`src/tdl_pkg.sv`:
```
// Shared types and constants for the table-driven lexer DFA core.
// Used by tdl_ctrl, tdl_datapath and table_driven_lexer_dfa_core.
`default_nettype none
package tdl_pkg;

    localparam int NUM_STATES    = 16;
    localparam int ALPHABET_SIZE = 256;
    localparam int MAX_RESCAN    = 8;
    localparam int POS_BITS      = 16;

    localparam int STATE_BITS = $clog2(NUM_STATES);
    localparam int CHAR_BITS  = $clog2(ALPHABET_SIZE);
    localparam int ADDR_BITS  = STATE_BITS + CHAR_BITS;
    localparam int TBL_DEPTH  = NUM_STATES * ALPHABET_SIZE;
    localparam int STEP_BITS  = $clog2(MAX_RESCAN + 1);
    localparam int ACT_BITS   = 8;
    localparam int ENT_BITS   = ACT_BITS + 2 + 1 + STATE_BITS;

    // storage modes of a table entry
    localparam logic [1:0] MODE_SKIP   = 2'd0;
    localparam logic [1:0] MODE_APPEND = 2'd1;
    localparam logic [1:0] MODE_RESCAN = 2'd2;

    localparam logic [ACT_BITS-1:0] ACT_NONE = '0;

    typedef enum logic [1:0] {
        FUNC_WRITE = 2'd0,
        FUNC_BEGIN = 2'd1,
        FUNC_BYTE  = 2'd2,
        FUNC_END   = 2'd3
    } func_t;

    typedef enum logic [1:0] {
        KIND_TOKEN   = 2'd0,
        KIND_FINAL   = 2'd1,
        KIND_INVALID = 2'd2,
        KIND_BOUND   = 2'd3
    } kind_t;

    typedef struct packed {
        logic [ACT_BITS-1:0]   action;
        logic [1:0]            storage;
        logic                  valid;
        logic [STATE_BITS-1:0] nxt_state;
    } ent_t;

    typedef struct packed {
        func_t                 func;
        logic [CHAR_BITS-1:0]  char_code;
        logic [STATE_BITS-1:0] entry_state;
        logic [STATE_BITS-1:0] entry_next;
        logic                  entry_valid;
        logic [1:0]            entry_storage;
        logic [ACT_BITS-1:0]   entry_action;
        logic [STATE_BITS-1:0] begin_state;
    } in_t;

    typedef struct packed {
        kind_t                 kind;
        logic [POS_BITS-1:0]   token_start;
        logic [POS_BITS-1:0]   token_length;
        logic [ACT_BITS-1:0]   action_code;
        logic [STATE_BITS-1:0] result_state;
        logic                  last;
    } out_t;

    // controller to datapath
    typedef struct packed {
        logic take;
        logic clr;
        logic step;
        logic fin;
        logic flush;
    } cmd_t;

    // datapath to controller
    typedef struct packed {
        logic clr_last;
        logic out_free;
        logic emit_req;
        logic step_end;
        logic step_fin;
        logic held;
    } stat_t;

endpackage
`default_nettype wire

```
`src/tdl_ctrl.sv`:
```
// Sequencer for the lexer core: table clear, item intake, lookup steps, final result.
// Depends on tdl_pkg.
`default_nettype none
module tdl_ctrl (
    input  wire logic            aclk,
    input  wire logic            aresetn,
    input  wire logic            s_valid,
    input  wire tdl_pkg::func_t  s_func,
    output logic                 s_ready,
    input  wire tdl_pkg::stat_t  stat,
    output tdl_pkg::cmd_t        cmd
);

    typedef enum logic [1:0] {
        ST_CLEAR,
        ST_IDLE,
        ST_EVAL,
        ST_FINAL
    } state_t;

    state_t state_reg, state_next;
    logic   s_ready_reg;

    always_comb begin
        cmd        = '0;
        state_next = state_reg;
        case (state_reg)
            ST_CLEAR: begin
                cmd.clr = 1'b1;
                if (stat.clr_last) begin
                    state_next = ST_IDLE;
                end
            end
            ST_IDLE: begin
                cmd.take = s_valid && s_ready_reg;
                if (cmd.take && (s_func inside {tdl_pkg::FUNC_BYTE, tdl_pkg::FUNC_END})) begin
                    state_next = ST_EVAL;
                end
            end
            ST_EVAL: begin
                // send a held token first when another result is due
                if (stat.held && stat.emit_req) begin
                    cmd.flush = 1'b1;
                end else if (!stat.emit_req || stat.out_free) begin
                    // hold while a result is due and the output register is full
                    cmd.step = 1'b1;
                    if (stat.step_end) begin
                        state_next = ST_IDLE;
                    end else if (stat.step_fin) begin
                        state_next = ST_FINAL;
                    end
                end
            end
            ST_FINAL: begin
                if (stat.held) begin
                    cmd.flush = 1'b1;
                end else if (stat.out_free) begin
                    cmd.fin    = 1'b1;
                    state_next = ST_IDLE;
                end
            end
            default: begin
                state_next = ST_IDLE;
            end
        endcase
    end

    always_ff @(posedge aclk) begin
        if (!aresetn) begin
            state_reg   <= ST_CLEAR;
            s_ready_reg <= 1'b0;
        end else begin
            state_reg   <= state_next;
            s_ready_reg <= (state_next == ST_IDLE);
        end
    end

    assign s_ready = s_ready_reg;

    a_no_reclear: assert property (@(posedge aclk) disable iff (!aresetn)
        (state_reg != ST_CLEAR) |=> (state_reg != ST_CLEAR))
        else $error("table clear re-entered outside reset");

    a_ready_idle: assert property (@(posedge aclk) disable iff (!aresetn)
        s_ready_reg |-> (state_reg == ST_IDLE))
        else $error("ready raised outside idle");

    a_step_eval: assert property (@(posedge aclk) disable iff (!aresetn)
        (cmd.step || cmd.fin) |-> !cmd.take)
        else $error("intake overlaps a lookup step");

endmodule
`default_nettype wire

```
`config.mk`:
```
export PLATFORM = sky130hd
export DESIGN_NAME = tdl_ctrl
export DESIGN_NICKNAME = d
export VERILOG_FILES = /design/src/tdl_pkg.sv /design/src/tdl_ctrl.sv
export SDC_FILE = /design/constraint.sdc
export NUM_CORES = 1
export LEC_CHECK = 0
export BUFFER_PORTS_ARGS = -buffer_cell sky130_fd_sc_hd__clkbuf_2
export CORE_AREA = 2 2 39 41
export DETAILED_ROUTE_END_ITERATION = 12
export DIE_AREA = 0 0 41 43
export PLACE_DENSITY = 0.38
export SLEW_MARGIN = 20
export SYNTH_ARGS = -nofsm -noshare
export SYNTH_HDL_FRONTEND = slang
export SYNTH_SLANG_ARGS = --single-unit
export TNS_END_PERCENT = 20
```
`constraint.sdc`:
```
create_clock -name aclk -period 1.4 [get_ports aclk]
set_input_delay 0.28 -clock aclk [delete_from_list [all_inputs] [get_ports aclk]]
set_output_delay 0.28 -clock aclk [all_outputs]
set_load 0.05 [all_outputs]
```
== Yosys cells after proc, flatten, opt, wreduce, memory -nomap -nowiden ==
Cells that the tools add are included.

* Register bits: 3
* Input bits: 11
* Output and inout port bits: 6
* Logic and storage cells: 35

* Eq/ne operators: 6
* Muxes and demuxes: 20
* Reductions and logical operators: 7

{| class="wikitable"
|+ Operator list
! kind !! number
|-
| 2-to-1 mux 2 bit || 8
|-
| 2-to-1 mux 1 bit || 10
|-
| == test 2 bit (second input constant) || 4
|-
| one-hot mux 2 bit (4 select lines) || 1
|-
| == test 2 x 1 -> 1 bit (second input constant) || 2
|-
| logical AND 1 bit || 3
|-
| logical NOT 2 bit || 1
|-
| one-hot mux 1 bit (2 select lines) || 1
|-
| nonzero test 2 bit || 1
|-
| logical NOT 1 bit || 1
|-
| logical OR 1 bit || 1
|}

== Depth between registers and ports, before layout ==
Gate-level depths: netlist of the first run.

* Depth in word-level cells: 6
* Gate-level depth with buffers: 5
* Depth with buffers taken out: 4

== Least setup slack after synthesis of the first run ==
No wires, ideal clock.

* Path type: reg-to-reg
* From: register s_ready_reg (netlist: s_ready)
* To: register s_ready_reg (netlist: s_ready)
* Library setup time: 133 ps
* Data arrival time: 1348 ps
* Data required time: 1267 ps
* Slack: -81 ps
* Stages on the path, launching flop included: 5
* Buffers on the path: 0
* Period minus slack after synthesis: 1481 ps
* Cells stage by stage: dfxtp_1 -> and4b_2 -> nand2_1 -> nand2_1 -> a211oi_2

* Word-level cells in the longest chain between the ends: 5

{| class="wikitable"
|+ Ends and longest elaborated chain
! what !! RTL line !! RTL
|-
| start: declaration || tdl_ctrl.sv:22 || <nowiki>logic s_ready_reg;</nowiki>
|-
| start signal: assignment || tdl_ctrl.sv:74 || <nowiki>s_ready_reg <= (state_next == ST_IDLE);</nowiki>
|-
| logical AND 1 bit || tdl_ctrl.sv:35 || <nowiki>cmd.take = s_valid && s_ready_reg;</nowiki>
|-
| logical AND 1 bit || tdl_ctrl.sv:36 || <nowiki>if (cmd.take && (s_func inside {tdl_pkg::FUNC_BYTE, tdl_pkg::FUNC_END})) begin</nowiki>
|-
| 2-to-1 mux 2 bit || tdl_ctrl.sv:36 ||
|-
| one-hot mux 2 bit (4 select lines) || tdl_ctrl.sv:27 || <nowiki>case (state_reg)</nowiki>
|-
| == test 2 x 1 -> 1 bit || tdl_ctrl.sv:74 ||
|}

Every way passes these cells.
A chain may end at the register's enable or synchronous reset.

==> results of run 1 <==
## cells in the final DEF (no fill, tap or decap)
master,instances
clkbuf_2,10
clkbuf_4,4
nand2_1,3
buf_4,3
nor2_1,2
nand2b_4,2
dfxtp_4,2
o211a_1,1
a21oi_4,1
and4b_2,1
o21ai_1,1
o31ai_1,1
a21oi_1,1
o2bb2ai_1,1
and4b_1,1
a21oi_2,1
inv_1,1
o2bb2ai_2,1
and2_1,1
a211oi_2,1
clkbuf_1,1
buf_2,1
clkbuf_8,1
dfxtp_2,1
## layer usage
layer / vias up / share of wire [%] / GRT usage, % / routed length, µm
li1: 128 / - / - / -
met4: 0 / 3.3 / 6.000 / 19
met1: 109 / 37 / 8.626 / 214
met3: 2 / 5.2 / 3.141 / 30
met5: - / 0 / 0 / 0
met2: 8 / 54 / 13.44 / 309
## cell families after synthesis
logic type	share of synthesized area (%)
AND/OR/NAND/NOR	32.07
AO/OA/AOI/OAI	35.32
flip-flops	26.09
buffers and inverters	6.520
## through the flow
step	hold WS, ps	instances	worst slack [ps]	utilization [%]
floorplan	401.7	24	-10.64	-
global placement	500.9	55	97.30	23.87
detailed placement	501.2	55	93.18	23.87
CTS	256.5	59	10.87	27.12
global route	260.8	59	5.207	27.49
finish	259.7	59	46.17	27.49
## where the power goes
| part | internal (mW) | switching, mW | leakage [nW] | total [mW] |
|---|---|---|---|---|
| registers | 0.0911 | 0.00907 | 0.0263 | 0.100 |
| clock network | 0.107 | 0.0432 | 0.0150 | 0.150 |
| logic | 0.0324 | 0.0471 | 0.146 | 0.0796 |
| total | 0.230 | 0.0994 | 0.187 | 0.330 |
## repair_timing
action / 4_1_cts / 5_1_grt
endpoints found under the setup margin: 5 / 5
gates cloned: 0 / 0
hold buffers: 0 / 0
resized for setup: 7 / 6
## worst paths after layout
path / start / end / slack [ps] / cells after the start
worst min-delay path: aresetn / state_reg[1] / 260 / 2
worst max register to register: state_reg[1] / state_reg[1] / 330 / 4
worst min register to register: state_reg[1] / s_ready / 610 / 2
worst max-delay path: state_reg[1] / cmd[4] / 50 / 2
## cell type report
type                            instances  share of cell area [%]
Multi-Input combinational cell         19                   42.76
Timing Repair Buffer                   16                   25.99
Sequential cell                         3                   18.09
Clock buffer                            4                   6.908
Tap cell                               16                   5.263
Inverter                                1                  0.9868
==> impl_metrics.json, run 1 <==
{
  "status": "complete, no violations",
  "start_util_pct": 16.64,
  "power_density_nw_per_um2": 866.6,
  "multi_input_area_um2": 162.7,
  "tightest_slew_ps": 340.0,
  "overflow": 0,
  "areaGrowthSynthToFinish_pct": 65.22,
  "drt_pre_antenna_iters": 2,
  "fin_crit_sh_pct": 96.70,
  "rsz0062_at_grt": "false",
  "dieArea_um2": 1763,
  "end_kind": "output port",
  "gp_congestion": 0.6551,
  "cts.clk_slew.worst_paths_ps": 40,
  "port_buffers": 15,
  "vias_per_cell": 4.186,
  "synth_area_um2": 230.2,
  "track_usage_pct": 8.517,
  "syn-instance-count": 24,
  "crit_path_start_kind": "flop",
  "fmax_ghz": 0.7386,
  "path_cells": "and4b_2, clkbuf_8",
  "final_nets": 55,
  "die_w_um": 41,
  "synthTopCellsByArea": "dfxtp_1 (26%), nand2b_4 (12%), a21oi_2 (7.6%)",
  "largest_reg_flops": 2,
  "synth_cell_types": 17,
  "synth-main-ff-cell": "dfxtp_1",
  "drv_cap": 0,
  "cts_root_buf": "clkbuf_4",
  "async_reset_ff_share_pct": 0,
  "drt_iter0_drc": 5,
  "synth_top_area_share_pct": 26.09,
  "path_buf_inv": 1,
  "routedWlPerCell_um": 9.712,
  "clk_path_buf_depth": 2,
  "ant_nets": 0,
  "setup_violations": 0,
  "crit_path_max_fanout": 8,
  "finalPower_mw": 0.3296,
  "drive_above_1_share_pct": 67.44,
  "fin_setup_tns_ps": 0,
  "cp.arrival_ps": 1070,
  "crit_slowest_cell": "dfxtp_4",
  "num_antenna_cells": 0,
  "grt_pass1_wl_um": 959,
  "yosys-top-cells-count": "dfxtp_1 (3), nand2_1 (3), a21oi_2 (2), nand2b_4 (2), nor2_1 (2)",
  "crit_family": "flip-flops",
  "num_vias": 247,
  "cts_tree": "built",
  "synthesis.nets": 35,
  "grt_max_degree": 9,
  "hold_path.class": "input port to flop",
  "stdcell_area_um2": 380.4,
  "h-tree-depth": 1,
  "cts_made_buffers": 3,
  "rows": 14,
  "required_ps": 1120,
  "clkLatencyLatePin_ps": 230,
  "worst_ir_drop_vdd_mv": 0.3206,
  "die_height_um": 43,
  "ios": 17,
  "crit_type": "flop to output port",
  "drc": 0,
  "regArea_um2": 68.82,
  "post_cts_buffers": 0,
  "avgSynthCellArea_um2": 9.593,
  "synth-seq-area-share_pct": 26.09,
  "max_stage_delay_ps": 370,
  "cts_sinks": 3,
  "n_fill_cell": 160,
  "antenna_found_initial": 0,
  "dpl_cell_area_um2": 330.3,
  "synth_edf_count": 0,
  "ys_warn_count": 0,
  "synth_top_cell_by_area": "dfxtp_1",
  "skew_ps": 4.681,
  "grt_pass1_vias": 239,
  "p_leak_nw": 0.1872,
  "maxSlewHeadroom_pct": 77.14,
  "wl_um": 573,
  "fin_crit_ps": 1354,
  "ys_ff_latch": 3,
  "slew_viol_final": 0,
  "timing_hold_violations_final": 0,
  "core_area_um2": 1384
}
(Power assumes the default switching activity.)
==> run 2, diff against run 1 <==
--- a/config.mk
+++ b/config.mk
@@ -5,11 +5,12 @@
 export SDC_FILE = /design/constraint.sdc
 export NUM_CORES = 1
 export LEC_CHECK = 0
-export BUFFER_PORTS_ARGS = -buffer_cell sky130_fd_sc_hd__clkbuf_2
-export CORE_AREA = 2 2 39 41
+export CORE_AREA = 3 3 40 42
 export DETAILED_ROUTE_END_ITERATION = 12
-export DIE_AREA = 0 0 41 43
-export PLACE_DENSITY = 0.38
+export DIE_AREA = 0 0 43 45
+export DONT_BUFFER_PORTS = 1
+export PLACE_DENSITY = 0.3
+export SKIP_LAST_GASP = 1
 export SLEW_MARGIN = 20
 export SYNTH_ARGS = -nofsm -noshare
 export SYNTH_HDL_FRONTEND = slang
==> impl_metrics.json, run 2 (synthesis gave the netlist of run 1 again) <==
{
  "power_density_nw_per_um2": 911.9,
  "maxSlewHeadroom_pct": 78.53,
  "cts_tree": "built",
  "fin_crit_sh_pct": 96.38,
  "cp.arrival_ps": 1070,
  "drc": 0,
  "grt_pass1_wl_um": 972,
  "routedWlPerCell_um": 11.88,
  "clk_path_buf_depth": 2,
  "finalPower_mw": 0.3172,
  "cts.clk_slew.worst_paths_ps": 40,
  "hold_depth": 1,
  "skew_ps": 0.3128,
  "tightest_slew_ps": 319.3,
  "grt_pass1_vias": 247,
  "hold_path.class": "input port to flop",
  "postLayoutCoreUtil_pct": 27.07,
  "die_w_um": 43,
  "start_util_pct": 17.92,
  "cts_sinks": 3,
  "pre_cts_ws_ps": 124.0,
  "num_antenna_cells": 0,
  "drive_above_1_share_pct": 57.58,
  "timing_hold_violations_final": 0,
  "crit_path_max_fanout": 9,
  "cts_made_buffers": 3,
  "grt_max_degree": 10,
  "drv_cap": 0,
  "setup_violations": 0,
  "areaGrowthSynthToFinish_pct": 51.09,
  "max_stage_delay_ps": 370,
  "core_area_um2": 1285,
  "p_leak_nw": 0.1493,
  "layout_setup_ws_ps": 50.70,
  "drt_pre_antenna_iters": 1,
  "post_cts_buffers": 0,
  "crit_path_start_kind": "flop",
  "crit_slowest_cell": "dfxtp_4",
  "largest_reg_flops": 2,
  "most-common-layout-cells": "buf_4 (4), nand2_1 (3), clkbuf_4 (3)",
  "gp_congestion": 0.6639,
  "cts_root_buf": "clkbuf_4",
  "n_fill_cell": 138,
  "slew_viol_final": 0,
  "ios": 17,
  "num_vias": 212,
  "antenna_found_initial": 0,
  "die_height_um": 45,
  "fin_cells": 48,
  "clkLatencyLatePin_ps": 230,
  "crit_type": "flop to output port",
  "overflow": 0,
  "multi_input_area_um2": 162.7,
  "dieArea_um2": 1935,
  "mostFrequentLayoutCell": "buf_4",
  "reg2reg_depth": 4,
  "end_kind": "output port",
  "ctsHoldBuffers": 0,
  "rsz0062_at_grt": "true",
  "placed_cells": 44,
  "path_cells": "and4b_2, buf_12",
  "status": "complete, no violations",
  "holdWs_ps": 174.5,
  "wl_um": 570,
  "fin_crit_ps": 1349,
  "track_usage_pct": 6.983,
  "rows": 13,
  "regArea_um2": 66.31,
  "vias_per_cell": 4.417,
  "drt_iter0_drc": 0,
  "worst_ir_drop_vdd_mv": 0.1724,
  "port_buffers": 0,
  "required_ps": 1120,
  "ant_nets": 0,
  "fmax_ghz": 0.7411,
  "h-tree-depth": 1,
  "final_nets": 45
}
## run 2: cell type report
| cell class | count | area share (%) |
|---|---|---|
| inverter | 1 | 1.079 |
| multi-input combinational | 19 | 46.76 |
| sequential | 3 | 19.06 |
| clock buffer | 4 | 7.554 |
| timing repair buffer | 6 | 20.14 |
| tap | 15 | 5.396 |
## run 2: routing by layer
| layer | up-vias | routed length, µm | GRT usage [%] |
|---|---|---|---|
| met5 | - | 0 | 0 |
| met4 | 0 | 0 | 7.229 |
| met3 | 0 | 68 | 2.789 |
| met2 | 12 | 280 | 10.48 |
| met1 | 93 | 222 | 7.194 |
| li1 | 107 | - | - |
## run 2: what timing repair did
item | 4_1_cts | 5_1_grt
gates cloned | 0 | 0
setup endpoints to repair | 4 | 3
resized for setup | 2 | 1
## run 2: worst paths after layout
path / start / to / slack [ps]
hold / removal: aresetn / state_reg[1] / 170
hold reg to reg: state_reg[1] / s_ready / 610
setup reg to reg: state_reg[1] / state_reg[1] / 320
setup / recovery: state_reg[1] / cmd[4] / 50
## run 2: report_power, final
group / leakage, nW / total (mW) / switching [mW] / internal, mW
clock network: 0.0150 / 0.149 / 0.0427 / 0.107
registers: 0.0260 / 0.101 / 0.00889 / 0.0916
logic: 0.108 / 0.0673 / 0.0404 / 0.0269
## run 2: critical path: cells and delay by family (launching register included)
kind,cells,cell delay [ps]
AND/OR/NAND/NOR,1,330
flip-flops,1,370
buffers and inverters,1,140
## run 2: through the flow
stage                     setup TNS [ps]  cell area (µm²)
after global placement                 0            316.6
after floorplan                   -10.64            239.0
final                                  0            347.8
after CTS                              0            345.3
after global routing              -7.486            347.8
after detailed placement               0            316.6
